## config.mk

```make
export PLATFORM = sky130hd
export DESIGN_NAME = pffa_queue
export DESIGN_NICKNAME = d
export VERILOG_FILES = /design/src/rtl/core/pffa_pkg.sv /design/src/rtl/core/pffa_queue.sv
export SDC_FILE = /design/constraint.sdc
export NUM_CORES = 1
export LEC_CHECK = 0
export BUFFER_PORTS_ARGS = -buffer_cell sky130_fd_sc_hd__buf_2
export CAP_MARGIN = 20
export CORE_MARGIN = 2
export CORE_UTILIZATION = 40
export DETAILED_ROUTE_END_ITERATION = 7
export PLACE_DENSITY = 0.69
export SETUP_SLACK_MARGIN = 0.05
export SYNTH_ARGS = -nofsm -noshare
export SYNTH_HDL_FRONTEND = slang
export SYNTH_SLANG_ARGS = --single-unit
```

## constraint.sdc

```tcl
create_clock -name clock -period 5.5 [get_ports clock]
set_clock_uncertainty 0.05 [all_clocks]
set_input_delay 0.55 -clock clock [delete_from_list [all_inputs] [get_ports clock]]
set_output_delay 0.55 -clock clock [all_outputs]
set_load 0.02 [all_outputs]
```

## src/rtl/core/pffa_pkg.sv

```systemverilog
// Shared types and constants of the first-fit pool allocator.
`timescale 1ns / 1ps
package pffa_pkg;

   localparam int SIZE_W          = 21;
   localparam int OFFSET_BITS     = 20;
   localparam int REQ_DATA_W      = 48;
   localparam int RSP_DATA_W      = 24;
   localparam int DEF_MAX_ENTRIES = 64;
   localparam int QUEUE_DEPTH     = 2;

   localparam logic [SIZE_W-1:0] POOL_SIZE_RESET = 21'h100000;
   localparam logic [SIZE_W-1:0] OFFSET_SPAN     = 21'h100000;

   typedef enum logic {
      OP_ALLOC = 1'b0,
      OP_FREE  = 1'b1
   } pffa_op_type;

   typedef struct packed {
      pffa_op_type            op;
      logic [SIZE_W-1:0]      size;
      logic [OFFSET_BITS-1:0] offset;
   } pffa_cmd_type;

   typedef struct packed {
      logic                   free;
      logic [SIZE_W-1:0]      size;
      logic [SIZE_W-1:0]      used;
      logic [OFFSET_BITS-1:0] offset;
   } pffa_entry_type;

endpackage

```

## src/rtl/core/pffa_queue.sv

```systemverilog
// Short command queue between the front stage and the table engine.
`timescale 1ns / 1ps
module pffa_queue (
   input  logic                   clock,
   input  logic                   reset,
   input  logic                   push_valid,
   output logic                   push_ready,
   input  pffa_pkg::pffa_cmd_type push_cmd,
   output logic                   pop_valid,
   input  logic                   pop_ready,
   output pffa_pkg::pffa_cmd_type pop_cmd
);
   import pffa_pkg::*;

   localparam int PTR_W = $clog2(QUEUE_DEPTH);
   localparam int CNT_W = $clog2(QUEUE_DEPTH + 1);

   pffa_cmd_type     slot_ff [QUEUE_DEPTH];
   logic [PTR_W-1:0] wr_ptr_ff, wr_ptr_in;
   logic [PTR_W-1:0] rd_ptr_ff, rd_ptr_in;
   logic [CNT_W-1:0] fill_ff, fill_in;
   logic             do_push, do_pop;

   assign push_ready = fill_ff != CNT_W'(QUEUE_DEPTH);
   assign pop_valid  = fill_ff != '0;
   assign pop_cmd    = slot_ff[rd_ptr_ff];
   assign do_push    = push_valid && push_ready;
   assign do_pop     = pop_valid && pop_ready;

   always_comb begin
      wr_ptr_in = do_push ? wr_ptr_ff + PTR_W'(1) : wr_ptr_ff;
      rd_ptr_in = do_pop  ? rd_ptr_ff + PTR_W'(1) : rd_ptr_ff;
      fill_in   = fill_ff;
      if (do_push && !do_pop) begin
         fill_in = fill_ff + CNT_W'(1);
      end else if (do_pop && !do_push) begin
         fill_in = fill_ff - CNT_W'(1);
      end
   end

   always_ff @(posedge clock) begin
      if (reset) begin
         wr_ptr_ff <= '0;
         rd_ptr_ff <= '0;
         fill_ff   <= '0;
      end else begin
         wr_ptr_ff <= wr_ptr_in;
         rd_ptr_ff <= rd_ptr_in;
         fill_ff   <= fill_in;
      end
      if (do_push) begin
         slot_ff[wr_ptr_ff] <= push_cmd;
      end
   end

endmodule

```

Yosys cells after proc, flatten, opt, wreduce, memory -nomap -nowiden:

Memories as Yosys holds them, arrays and structs flattened. A register that Yosys moved wholly into a read port is not among the register bits.
Cells that the tools add are included.
W data, S select, Z words.

* register bits after elaboration: 4
* memory bits (writable): 84
* word-level logic and storage cells: 23
* memories kept: 1

Memories
* slot_ff: depth 2, width 42, read ports 1, clocked after Yosys merged registers in 1, wr ports 1, line pffa_queue.sv:18 `pffa_cmd_type slot_ff [QUEUE_DEPTH];`

* $add $sub $neg: 4
* equal/unequal tests: 1
* muxes and demuxes: 6
* reduce and logical (&&, ||, !) cells: 8

Operators with widths (number)
* $logic_and A1 B1 Y1: 4
* $mux W1: 4
* $mux W2: 2
* $reduce_bool A2 Y1: 2
* $add A1 B1 Y1 const B: 2
* $add A2 B1 Y2 const B: 1
* $logic_not A1 Y1: 2
* $ne A2 B2 Y1 const B: 1
* $sub A2 B1 Y2 const B: 1

Depth between registers and ports, before layout:

* word-level depth: 6
* gate-level depth with buffers: 6
* gate-level depth less buffers: 6

Worst setup path after synthesis:

OpenSTA, ideal clock, no wires.

* path kind: reg-to-reg
* from: reg fill_ff[0]
* to: mem slot_ff[1][0] (netlist bit), enable pin
* library setup time: 404 ps
* arrival time: 1786 ps
* required time: 5046 ps
* path slack: 3260 ps
* cell stages (with the launch flop): 3
* path buffers: 0
* period minus slack after synthesis: 2240 ps
* cell sequence: dfxtp_1 > nand2b_1 > and3_1

* cells in the longest elaborated chain, start to end: 4

Ends and longest elaborated chain
* start: declaration: line pffa_queue.sv:21 `logic [CNT_W-1:0] fill_ff, fill_in;`
* start signal: assignment: line pffa_queue.sv:49 `fill_ff <= fill_in;`
* $ne A2 B2 Y1: line pffa_queue.sv:24 `assign push_ready = fill_ff != CNT_W'(QUEUE_DEPTH);`
* via push_ready: line pffa_queue.sv:7 `output logic push_ready,`
* $logic_and A1 B1 Y1: line pffa_queue.sv:27 `assign do_push = push_valid && push_ready;`
* $mux W1: line pffa_queue.sv:51 `if (do_push) begin`
* $mux W1 (implied by the code): line pffa_queue.sv:52 `slot_ff[wr_ptr_ff] <= push_cmd;`
* end: declaration: line pffa_queue.sv:18

The timed path passes the listed nets, and every way through them passes these cells.

==> flow_summary.json <==
{
  "cts_max_level": 3,
  "dpl.cell_count": 341,
  "dieHeight_um": 94.0,
  "postCtsSetupBuffers": 0,
  "clockBufferDepth": 2,
  "via_count": 1659,
  "drive_gt1_share_pct": 59.2,
  "yosysSeqAreaShare_pct": 80.9,
  "crit_type": "flop to primary output",
  "worst_slew_pin_slew_ps": 1020,
  "wl_met2_um": 2560,
  "slowest_stage": "dfxtp_2",
  "timing.fmax_mhz": 393,
  "grt_pass1_vias": 1712,
  "clock_sinks": 89,
  "finalHoldViolations": 0,
  "arrival_ps": 1950,
  "drt-vias-per-instance": 4.65,
  "cts_resized": 0,
  "setup_violations": 0,
  "grt_max_degree": 43,
  "holdPathStages": 1,
  "setup_tns_ps": 0,
  "crit_chain": "mux2_2 -> buf_2",
  "async_reset_ff_share_pct": 0,
  "cp_data_required_time_ps": 4900,
  "ant_nets": 0,
  "ys_types": 17,
  "grt_use_total_pct": 12.2,
  "path_max_fanout": 42,
  "io_pins": 90,
  "clk_pin_slew_ps": 80,
  "fp.coreArea_um2": 7810,
  "wl_per_cell_um": 14.3,
  "root_buffer": "clkbuf_8",
  "hold_start": "push_cmd[8]",
  "syn_nets": 202,
  "timing.rr.end": "slot_ff[1][32]",
  "syn_inst": 155,
  "min_to": "slot_ff[1][8]",
  "vdd_ir_drop_max_mv": 0.336,
  "cap_violations": 0,
  "nNetsFinal": 297,
  "ys_top_cells_by_count": "edfxtp_1, mux2_2, buf_2, dfxtp_1",
  "regToRegSetupSlack_ps": 3530,
  "drt-total-wl_um": 5090,
  "ys_ff_latch": 89,
  "rr_startpoint": "fill_ff[0]",
  "cts_buffers": 9,
  "num_rows": 32,
  "wl_met1_um": 2130,
  "synth_top_area_cell": "edfxtp_1",
  "antenna_found_initial": 0,
  "yosys_warnings": 0,
  "netlist_area_um2": 3240,
  "powerDensity_nw_per_um2": 464,
  "synth_flop_cell": "edfxtp_1",
  "max_slew_margin_pct": 31.9,
  "hpwl_um": 3140,
  "place_congestion": 0.656,
  "die_w_um": 94.0,
  "synth-edff-count": 84,
  "drv_slew": 0,
  "die_area_um2": 8840,
  "fin_cells": 357,
  "antenna_cells": 0,
  "end_kind": "primary output",
  "r2r.worst_path.cells": 2,
  "syn_area_per_cell_um2": 20.9,
  "wl_met3_um": 301,
  "dr.pass1.iters": 3,
  "hold_buffers": 0,
  "synthTopCellsByArea": "edfxtp_1, mux2_2, dfxtp_1",
  "cpPeakStageDelay_ps": 1000,
  "status": "finished clean",
  "start_util_pct": 41.5,
  "cts_tree": "built",
  "hp-class": "primary input to flop",
  "worstSkewPairLatency_ps": 340,
  "drt_first_iter_violations": 39,
  "fillCellCount": 694,
  "post-route-period-util_pct": 46.3,
  "grt_pass1_wl_um": 7870,
  "grt-ovfl-total": 0,
  "synth_top_area_share_pct": 77.8,
  "rsz0062_at_grt": "no",
  "p_leak_nw": 1.49,
  "fin_crit_ps": 2550,
  "synthToLayoutAreaGrowth_pct": 23.7,
  "start_kind": "flop",
  "synth.most_common_cell": "edfxtp_1",
  "top_layer_used": "met4",
  "drc": 0,
  "io_buffer_count": 89
}
==> cells by family after synthesis <==
family | Yosys count | share of synthesized area, %
xor gates and xnor gates | 3 | 0.810
buffers and inverters | 6 | 0.887
muxes | 42 | 14.6
adders and majority gates | 1 | 0.386
and+or+nand+nor | 9 | 1.54
AOI/OAI and AO/OA | 5 | 0.926
DFF | 89 | 80.9
==> per-layer routing <==
layer,vias up,GRT usage (%)
li1,792,-
met1,805,13.2
met2,53,21.2
met3,9,3.93
met4,0,6.52
met5,-,0
==> power by group <==
part / total [mW] / internal, mW / switching, mW
combinational: 0.472 / 0.205 / 0.267
clock: 0.476 / 0.256 / 0.220
sequential: 0.914 / 0.849 / 0.0652
==> per-stage QoR <==
stage          power [mW]  hold WS [ps]  setup WS [ps]  util (%)  cell area, um^2
6_report             1.86           340           2950      51.4             4010
5_1_grt              1.96           313           2790      51.4             4010
2_1_floorplan        1.26           421           3260         -             3240
4_1_cts              1.89           322           2850      51.4             4010
3_3_place_gp         1.41           434           3240      48.6             3790
3_5_place_dp         1.41           458           3240      48.6             3790
==> final cells by class <==
type                    count  area (um^2)  area share [%]
inverters                   1         3.75          0.0936
flip-flops and latches     89         2620            65.4
multi-input cells          60          593            14.8
clock inverters             7         93.8            2.34
repair buffers             89          445            11.1
well taps                 102          128            3.18
clock buffers               9          124            3.09
==> cell usage in the layout, fill, tap and decap left out, types with 2 or more instances in the layout <==
cell type / n
edfxtp_1: 84
o21ai_0: 2
xor2_1: 3
buf_2: 89
mux2_2: 42
nor2_1: 3
dfxtp_1: 4
clkbuf_8: 9
a21oi_1: 2
bufinv_16: 2
==> critical path: cells and delay by family (launching register included) <==
family | cells | cell delay [ps]
buffers and inverters | 1 | 160
DFF | 1 | 1000
muxes | 1 | 430
==> sequential cells by signal, summed over array words and instances, names as in the netlist, named ones only <==
name / count
rd_ptr_ff: 1
wr_ptr_ff: 1
fill_ff: 2
slot_ff: 84
==> worst max-delay path by stage <==
stage	slack (ps)	depth (start not counted)	end	start
4_1_cts	2850	2	pop_cmd[21]	flop
6_report	2950	2	pop_cmd[34]	flop
3_3_place_gp	3240	2	pop_cmd[34]	flop
5_1_grt	2790	2	pop_cmd[34]	flop
3_5_place_dp	3240	2	pop_cmd[21]	flop
2_1_floorplan	3260	2	slot_ff[1][0]	fill_ff[0]
Note: power is estimated with default switching activity, not from simulation.
