### config.mk
export PLATFORM = sky130hd
export DESIGN_NAME = pffa_front
export DESIGN_NICKNAME = d
export VERILOG_FILES = /design/src/rtl/core/pffa_pkg.sv /design/src/rtl/core/pffa_front.sv
export SDC_FILE = /design/constraint.sdc
export NUM_CORES = 1
export LEC_CHECK = 0
export BUFFER_PORTS_ARGS = -buffer_cell sky130_fd_sc_hd__buf_2
export CORE_AREA = 2 2 74 59
export DETAILED_ROUTE_END_ITERATION = 8
export DIE_AREA = 0 0 76 61
export PLACE_DENSITY = 0.72
export SKIP_CTS_REPAIR_TIMING = 1
export SYNTH_ARGS = -nofsm -noshare
export SYNTH_HDL_FRONTEND = slang
export SYNTH_SLANG_ARGS = --single-unit
### constraint.sdc
create_clock -name clock -period 1.1 [get_ports clock]
set_clock_uncertainty 0.05 [all_clocks]
set_input_delay 0.165 -clock clock [delete_from_list [all_inputs] [get_ports clock]]
set_output_delay 0.165 -clock clock [all_outputs]
set_load 0.01 [all_outputs]
### src/rtl/core/pffa_pkg.sv
// Shared types and constants of the first-fit pool allocator.
`timescale 1ns / 1ps
package pffa_pkg;

   localparam int SIZE_W          = 21;
   localparam int OFFSET_BITS     = 20;
   localparam int REQ_DATA_W      = 48;
   localparam int RSP_DATA_W      = 24;
   localparam int DEF_MAX_ENTRIES = 64;
   localparam int QUEUE_DEPTH     = 2;

   localparam logic [SIZE_W-1:0] POOL_SIZE_RESET = 21'h100000;
   localparam logic [SIZE_W-1:0] OFFSET_SPAN     = 21'h100000;

   typedef enum logic {
      OP_ALLOC = 1'b0,
      OP_FREE  = 1'b1
   } pffa_op_type;

   typedef struct packed {
      pffa_op_type            op;
      logic [SIZE_W-1:0]      size;
      logic [OFFSET_BITS-1:0] offset;
   } pffa_cmd_type;

   typedef struct packed {
      logic                   free;
      logic [SIZE_W-1:0]      size;
      logic [SIZE_W-1:0]      used;
      logic [OFFSET_BITS-1:0] offset;
   } pffa_entry_type;

endpackage

### src/rtl/core/pffa_front.sv
// Input stage: takes request transactions and decodes them into commands.
`timescale 1ns / 1ps
module pffa_front (
   input  logic                             clock,
   input  logic                             reset,
   input  logic                             req_tvalid,
   output logic                             req_tready,
   // [20:0] request_size, [40:21] release_offset, [47:41] zero
   input  logic [pffa_pkg::REQ_DATA_W-1:0]  req_tdata,
   // [0] cmd
   input  logic                             req_tuser,
   output logic                             push_valid,
   input  logic                             push_ready,
   output pffa_pkg::pffa_cmd_type           push_cmd
);
   import pffa_pkg::*;

   logic         valid_ff, valid_in;
   pffa_cmd_type cmd_ff, cmd_in;
   logic         accept;

   assign req_tready = !valid_ff || push_ready;
   assign accept     = req_tvalid && req_tready;
   assign push_valid = valid_ff;
   assign push_cmd   = cmd_ff;

   always_comb begin
      valid_in = valid_ff && !push_ready;
      cmd_in   = cmd_ff;
      if (accept) begin
         valid_in      = 1'b1;
         cmd_in.op     = req_tuser ? OP_FREE : OP_ALLOC;
         cmd_in.size   = req_tdata[SIZE_W-1:0];
         cmd_in.offset = req_tdata[SIZE_W +: OFFSET_BITS];
      end
   end

   always_ff @(posedge clock) begin
      if (reset) begin
         valid_ff <= 1'b0;
      end else begin
         valid_ff <= valid_in;
      end
      cmd_ff <= cmd_in;
   end

endmodule

Word level (Yosys, flattened, before mapping)
Index checks and enable logic that the tools add are counted.
{"block": "op_classes", "reduce_logical": 5, "n_mux": 2}
{"cell": "1-bit logical AND", "count": 2}
{"cell": "1-bit zero test", "count": 2}
{"cell": "1-bit two-way mux", "count": 2}
{"cell": "1-bit logical OR", "count": 1}
{"block": "word_totals", "wordCells": 11, "register_bits": 43, "out_inout_bits": 44}

Logic depth before layout (Yosys ltp)
Gate-level depths: netlist of run 1.
{"block": "depth", "ltp_word": 4, "depth_mapped": 2, "ltp_nobuf": 2}

Worst setup path after synthesis of run 1
Ideal clock, no wire load.
{"block": "synth_timing", "kind": "reg2reg", "startpoint": "register valid_ff, in the netlist push_valid", "endpoint": "register cmd_ff (netlist bit push_cmd[0]) (enable)", "stages_incl_launch_ff": 3, "required_ns": 0.694, "path_slack_ns": -0.165, "arrival_ns": 0.858, "n_path_buf": 0, "setup_ns": 0.356, "path_cell_list": "dfxtp_1 -> nand2b_4 -> and2_4"}
{"block": "synth_via", "elab_chain_cells": 3}
{"item": "from (decl)", "line": "pffa_front.sv:18", "source": "logic valid_ff, valid_in;"}
{"item": "from (signal assigned)", "line": "pffa_front.sv:42", "source": "valid_ff <= valid_in;"}
{"item": "1-bit zero test", "line": "pffa_front.sv:22", "source": "assign req_tready = !valid_ff || push_ready;"}
{"item": "1-bit logical OR", "line": "pffa_front.sv:22"}
{"item": "named net req_tready", "line": "pffa_front.sv:7", "source": "output logic req_tready,"}
{"item": "1-bit logical AND", "line": "pffa_front.sv:23", "source": "assign accept = req_tvalid && req_tready;"}
{"item": "named net accept", "line": "pffa_front.sv:20", "source": "logic accept;"}
{"item": "to (signal assigned)", "line": "pffa_front.sv:44", "source": "cmd_ff <= cmd_in;"}
{"item": "to (decl)", "line": "pffa_front.sv:19", "source": "pffa_cmd_type cmd_ff, cmd_in;"}
The timed path passes the listed nets, and every way through them passes these cells.
A chain may end at the register's enable or synchronous reset.

Final worst setup path of run 1
{"block": "layout_timing", "startpoint": "register valid_ff, in the netlist push_valid", "endpoint": "register cmd_ff (netlist bit push_cmd[34]) (enable)"}
{"block": "layout_via", "elab_chain_cells": 3}
{"item": "1-bit zero test", "line": "pffa_front.sv:22"}
{"item": "1-bit logical OR", "line": "pffa_front.sv:22"}
{"item": "1-bit logical AND", "line": "pffa_front.sv:23"}
{"item": "named net accept", "line": "pffa_front.sv:20"}
The timed path passes the listed nets, and every way through them passes these cells.

==> run summary, run 1 <==
========================================================================================
Outcome                                                                     complete, but fails checks
Violations in the final reports                                             negative setup slack
Maximum vdd ir drop                                                           0.001175 V
Type of origin of the critical path                                                 flop
TritonCTS clock tree                                                                 yes
Max Fanout on Critical Path                                                           19
Largest stage delay on the critical path                                         0.35 ns
Standard-cell rows                                                                    20
Multi-input logic area                                                         31.28 um2
Required time of the critical path                                               1.05 ns
Synth Warn #                                                                           0
Syn avg cell area                                                              28.01 um2
Critical path endpoint category                                                     flop
Number of sinks handled by clock tree synthesis                                       43
Count of vias placed by the detailed router                                          980
Drc violations                                                                         0
Net count of the mapped netlist                                                      100
Sequential group share of total power                                              57.5%
Sequential cell area                                                            1282 um2
RSZ-0062 raised after global routing                                                 yes
Post-Synthesis Cells                                                                  47
Core outline area                                                               3879 um2
Total of endpoints with negative setup slack in the final report                      13
Critical path arrival                                                            1.06 ns
Clock root cell                                                             sky130_fd_sc_hd__clkbuf_8
Slowest library cell on the worst path                                      sky130_fd_sc_hd__dfxtp_2
Combinational Power Share                                                          12.2%
Count of pins on the block boundary                                                   97
Die Outline Area                                                                4636 um2
Worst hold path class                                                       primary input to flop
Number of antenna violations at the first check in global routing                      0
Maximum number of pins on one net before global-route repair                          20
Total iterations of the first detailed-routing run                                     4
Reg2reg path depth                                                                     3
Fraction of final layout cells sized beyond drive strength 1                      55.03%
Top flip-flop cell by instance count after synthesis                        sky130_fd_sc_hd__edfxtp_1
Average routed wire per standard cell                                           12.91 um
Signed area change from the synthesized netlist to the final layout               82.22%
Total overflow reported by the global router                                           0
Register area share after synthesis                                               97.34%
Width of the die                                                                   76 um
Hold Path Stages                                                                       1
Number of buffers created by CTS                                                       5
Antenna fix cells                                                                      0
Vertical extent of the die                                                         61 um
Worst setup slack before clock tree synthesis                                 0.01093 ns
Synth area leaders                                                          sky130_fd_sc_hd__edfxtp_1, sky130_fd_sc_hd__dfxtp_1, sky130_fd_sc_hd__nand2b_4
Actual transition at the worst max-transition pin                              0.1133 ns
Pwr Density                                                                  1404 nW/um2
Unique cell type count in the Yosys netlist                                            6
Final HPWL from detailed placement                                               2006 um
Cell area after placement                                                       1879 um2
Wire length of the first global-routing pass                                     3857 um
Largest area contributor in the synthesized netlist                         sky130_fd_sc_hd__edfxtp_1
Total count of hold-check failures in the final report                                 0
Most repeated cell in the gate-level netlist after synthesis                sky130_fd_sc_hd__edfxtp_1
Synth top area share                                                              95.82%
Worst-path cell chain                                                       nand2b_4, and2_4, buf_12
Cell area after layout                                                          2399 um2
Highest achievable clock rate                                                  903.1 MHz
Clock-pin slew on the worst setup and hold paths                                 0.08 ns
Avg Vias per Cell                                                                  4.016
FFs w/ async S/R, synth                                                               0%
Min-Delay Endpoint                                                          push_cmd[14]
Sw power                                                                        704.4 uW
Clock insertion delay at the later pin of the skew report                        0.28 ns
Number of pins exceeding their max-slew limit in the final report                      0
DR iter-0 viols                                                                       96
Yosys reg bits                                                                        43
Capture point of the worst reg-to-reg path                                  push_cmd[34]
Final weighted congestion in routability-driven placement                         0.6431
Largest delay share family, worst path                                        flip-flops
Portion of the clock cycle consumed by the worst path in the final layout         100.7%
Least setup slack across all paths after layout                             -0.007327 ns
Detailed-route wire length                                                       3151 um
Leakage power                                                                0.001030 uW
Max Cap Viol                                                                           0
Cell Area, Synth                                                                1316 um2
Filler Cells Inserted                                                                276
Overall fraction of global-route tracks in use                                    11.76%
Number of enable-type register cells in the synthesized netlist                       42
Remaining max-slew budget at the tightest pin                                     92.44%
Final TNS setup                                                              -0.07508 ns
Post-route ant nets                                                                    0
Launching point of the worst reg2reg path                                     push_valid
Number of buffer and inverter stages on the critical path                              1
Initial Util                                                                      33.94%
Internal power contribution                                                      2662 uW
Nets                                                                                 241
Maximum buffer depth of the clock tree                                                 2
Total power                                                                      3367 uW
Critical path class                                                         flop to flop
Switching part of the total                                                       20.92%
Number of global-route vias before repair                                            859
Input/output buffers                                                                  89
Worst reg-to-reg setup slack                                                   -0.007 ns
Min Tclk post-route                                                             1.107 ns
Clock power share                                                                  30.3%
Min-Delay Startpoint                                                        req_tdata[35]
H-tree depth reported by CTS                                                           2
========================================================================================
power groups by stage:
stage | clock [uW] | sequential, uW | combinational, uW
2_1_floorplan | 0 | 2030 | 38.7
3_3_place_gp | 0 | 1970 | 287
3_5_place_dp | 0 | 1970 | 296
4_1_cts | 1070 | 1930 | 295
5_1_grt | 1130 | 1950 | 443
6_report | 1020 | 1940 | 411
layout make-up:
class                           count  area share [%]
Clock buffer                        6           3.443
Clock inverter                      2          0.6781
Inverter                            1          0.1565
Multi-Input combinational cell      3           1.304
Sequential cell                    43           53.47
Tap cell                           55           2.869
Timing Repair Buffer              134           38.08
worst max-delay path by stage:
stage,start,end,slack (ns),depth (start not counted)
2_1_floorplan,push_valid,push_cmd[0],-0.13,2
3_3_place_gp,push_valid,push_cmd[34],0.04,3
3_5_place_dp,push_valid,push_cmd[40],0.01,3
4_1_cts,push_valid,push_cmd[34],-0.0008,3
5_1_grt,push_valid,push_cmd[3],-0.03,3
6_report,push_valid,push_cmd[34],-0.007,3
state kept, by name, indices dropped and copies added, names as in the netlist:
name	flops
push_valid	1
push_cmd	42
worst register-to-register path, stage by stage, from the launching register on:
cell and delay (ns):
sky130_fd_sc_hd__dfxtp_2 0.35, sky130_fd_sc_hd__nand2b_4 0.08, sky130_fd_sc_hd__and2_4 0.18, sky130_fd_sc_hd__buf_12 0.16
kinds of logic after synthesis:
logic type             after synthesis  share of synthesized area [%]
and+or+nand+nor                      2                          1.711
AOI/OAI and AO/OA                    1                         0.6655
buffers and inverters                1                         0.2849
DFF                                 43                          97.34
metrics by stage:
stage / util (%) / instances / hold slack, ns
after global routing: 61.84 / 244 / -0.001470
after detailed placement: 48.45 / 194 / 0.2718
after global placement: 48.45 / 194 / 0.2684
after floorplan: - / 47 / 0.1701
after CTS: 51.00 / 202 / -0.04469
final: 61.84 / 244 / 0.01766
routing by layer:
| layer | share of wire [%] | vias up | GRT usage, % |
|---|---|---|---|
| li1 | - | 465 | - |
| met1 | 38 | 447 | 11.30 |
| met2 | 49 | 63 | 19.90 |
| met3 | 11 | 5 | 7.887 |
| met4 | 1.2 | 0 | 6.234 |
| met5 | 0 | - | 0 |
cells in the final DEF, fill, tap and decap left out:
| cell type | synthesis | final |
|---|---|---|
| sky130_fd_sc_hd__a21oi_2 | 1 | 1 |
| sky130_fd_sc_hd__and2_4 | 1 | 1 |
| sky130_fd_sc_hd__buf_12 | 0 | 2 |
| sky130_fd_sc_hd__buf_2 | 0 | 89 |
| sky130_fd_sc_hd__buf_4 | 0 | 1 |
| sky130_fd_sc_hd__clkbuf_8 | 0 | 6 |
| sky130_fd_sc_hd__clkinv_4 | 0 | 1 |
| sky130_fd_sc_hd__clkinvlp_4 | 0 | 1 |
| sky130_fd_sc_hd__dfxtp_2 | 0 | 1 |
| sky130_fd_sc_hd__dlygate4sd3_1 | 0 | 42 |
| sky130_fd_sc_hd__edfxtp_1 | 42 | 42 |
| sky130_fd_sc_hd__inv_1 | 1 | 1 |
| sky130_fd_sc_hd__nand2b_4 | 1 | 1 |
(Power assumes the default switching activity.)
==> inputs of run 2 (changes only) <==
==> constraint.sdc (replaced) <==
create_clock -name clock -period 0.95 [get_ports clock]
set_clock_uncertainty 0.05 [all_clocks]
set_input_delay 0.1425 -clock clock [delete_from_list [all_inputs] [get_ports clock]]
set_output_delay 0.1425 -clock clock [all_outputs]
set_load 0.01 [all_outputs]
==> run summary, run 2 (synthesis gave the netlist of run 1 again) <==
========================================================================================
Min-Delay Startpoint                                                          req_tvalid
Total power                                                                      3891 uW   +16%
Width of the die                                                                   76 um   unchanged
Die Outline Area                                                                4636 um2   unchanged
Launching point of the worst reg2reg path                                     push_valid
Startpoint of the worst setup timing path                                     push_valid
Pwr Density                                                                  1578 nW/um2   +12%
H-tree depth reported by CTS                                                           2   unchanged
Number of buffers created by CTS                                                       5   unchanged
Nets                                                                                 245   +1.7%
Critical path arrival                                                            1.08 ns   +0.02 ns
Commonest cells after routing, fill and taps aside                          sky130_fd_sc_hd__buf_2, sky130_fd_sc_hd__dlygate4sd3_1, sky130_fd_sc_hd__edfxtp_1, sky130_fd_sc_hd__clkbuf_8, sky130_fd_sc_hd__buf_6
Actual transition at the worst max-transition pin                              0.1209 ns   +0.007535 ns
Average routed wire per standard cell                                           14.64 um   +13%
Final TNS setup                                                                -8.980 ns   -8.905 ns
TritonCTS clock tree                                                                 yes
Sequential cell area                                                            1282 um2   unchanged
Max Cap Viol                                                                           0   unchanged
Fraction of final layout cells sized beyond drive strength 1                      54.92%   -0.10 points
Signed area change from the synthesized netlist to the final layout               87.26%
Clock insertion delay at the later pin of the skew report                        0.28 ns   about the same
Violations in the final reports                                             negative setup slack
Leakage power                                                                0.001059 uW   +2.9%
Number of pins exceeding their max-slew limit in the final report                      0   unchanged
Avg Vias per Cell                                                                  4.081   +1.6%
Most common cell after layout, fill and taps aside                          sky130_fd_sc_hd__buf_2
Worst hold path class                                                       primary input to flop
Standard-cell rows                                                                    20   unchanged
Post-route ant nets                                                                    0   unchanged
Input/output buffers                                                                  89   unchanged
RSZ-0062 raised after global routing                                                 yes
Drc violations                                                                         0   unchanged
Number of sinks handled by clock tree synthesis                                       43   unchanged
Core outline area                                                               3879 um2   unchanged
Total of endpoints with negative setup slack in the final report                      86   +73
Critical path endpoint category                                                     flop
Detailed-route wire length                                                       3631 um   +15%
Final weighted congestion in routability-driven placement                         0.6431   unchanged
Maximum vdd ir drop                                                           0.001233 V   +5.0%
Total overflow reported by the global router                                           0   unchanged
DR iter-0 viols                                                                       54   -44%
Clock-pin slew on the worst setup and hold paths                                 0.08 ns   about the same
Worst setup slack before clock tree synthesis                                 -0.1261 ns   -0.1371 ns
Maximum number of pins on one net before global-route repair                          20   unchanged
Highest achievable clock rate                                                  879.8 MHz   -2.6%
Remaining max-slew budget at the tightest pin                                     91.94%   -0.50 points
Type of origin of the critical path                                                 flop
Least setup slack across all paths after layout                               -0.1867 ns   -0.1794 ns
Required time of the critical path                                               0.90 ns   -0.15 ns
Vertical extent of the die                                                         61 um   unchanged
Outcome                                                                     complete, but fails checks
Portion of the clock cycle consumed by the worst path in the final layout         119.7%   +19 points
Count of vias placed by the detailed router                                         1012   +3.3%
Multi-input logic area                                                         31.28 um2   unchanged
Initial Util                                                                      33.94%   unchanged
Clock root cell                                                             sky130_fd_sc_hd__clkbuf_8
Max Fanout on Critical Path                                                           17   -2
Min Tclk post-route                                                             1.137 ns   +0.02936 ns
Maximum buffer depth of the clock tree                                                 2   unchanged
Number of global-route vias before repair                                            838   -2.4%
Number of antenna violations at the first check in global routing                      0   unchanged
Count of pins on the block boundary                                                   97   unchanged
Critical path class                                                         flop to flop
Antenna fix cells                                                                      0   unchanged
Max reg flops                                                                         42   unchanged
Wire length of the first global-routing pass                                     3781 um   -2.0%
Total count of hold-check failures in the final report                                 0   unchanged
Total iterations of the first detailed-routing run                                     4   unchanged
Overall fraction of global-route tracks in use                                    11.42%   -0.34 points
Filler Cells Inserted                                                                267   -3.3%
========================================================================================
-- run 2: changes by cell type in the layout (fill, tap and decap cells not counted), sizes merged --
cell / change
buf: +2
clkinv: +1
dlygate4sd3: +1
-- run 2: critical path, stage by stage, from the launching register on --
cell	delay, ns
sky130_fd_sc_hd__dfxtp_2	0.34
sky130_fd_sc_hd__nand2b_4	0.07
sky130_fd_sc_hd__and2_4	0.20
sky130_fd_sc_hd__buf_12	0.17
-- run 2: cell type report --
class / instances / share of cell area (%)
timing repair buffer: 138 / 40.15
multi-input combinational: 3 / 1.269
tap: 55 / 2.792
clock buffer: 5 / 2.792
clock inverter: 3 / 0.8122
sequential: 43 / 52.03
inverter: 1 / 0.1523
-- run 2: final timing paths --
check                       to  slack [ns]  cells after the start
hold / removal      push_valid        0.07                      3
hold reg to reg     push_valid        0.55                      3
setup reg to reg  push_cmd[41]       -0.19                      3
setup / recovery  push_cmd[41]       -0.19                      3
-- run 2: layer usage --
metal,GRT usage [%],routed length (um),vias to the layer above
met5,0,0,-
met4,3.896,23,0
met3,8.333,367,2
met2,20.28,1847,60
met1,10.61,1393,474
li1,-,-,476
-- run 2: per-stage QoR --
stage	util (%)	instances	area [um2]	hold slack (ns)
2_1_floorplan	-	47	1318	0.1476
3_3_place_gp	48.65	195	1887	0.2459
3_5_place_dp	48.65	195	1887	0.2485
4_1_cts	50.94	203	1976	-0.05702
5_1_grt	63.55	248	2465	0.05349
6_report	63.55	248	2465	0.07322
-- run 2: power by group --
part	internal, uW	total, uW	leakage, uW	switching (uW)
clock network	512	1130	0.0000418	613
registers	2210	2240	0.000415	30.0
logic	310	523	0.000603	214
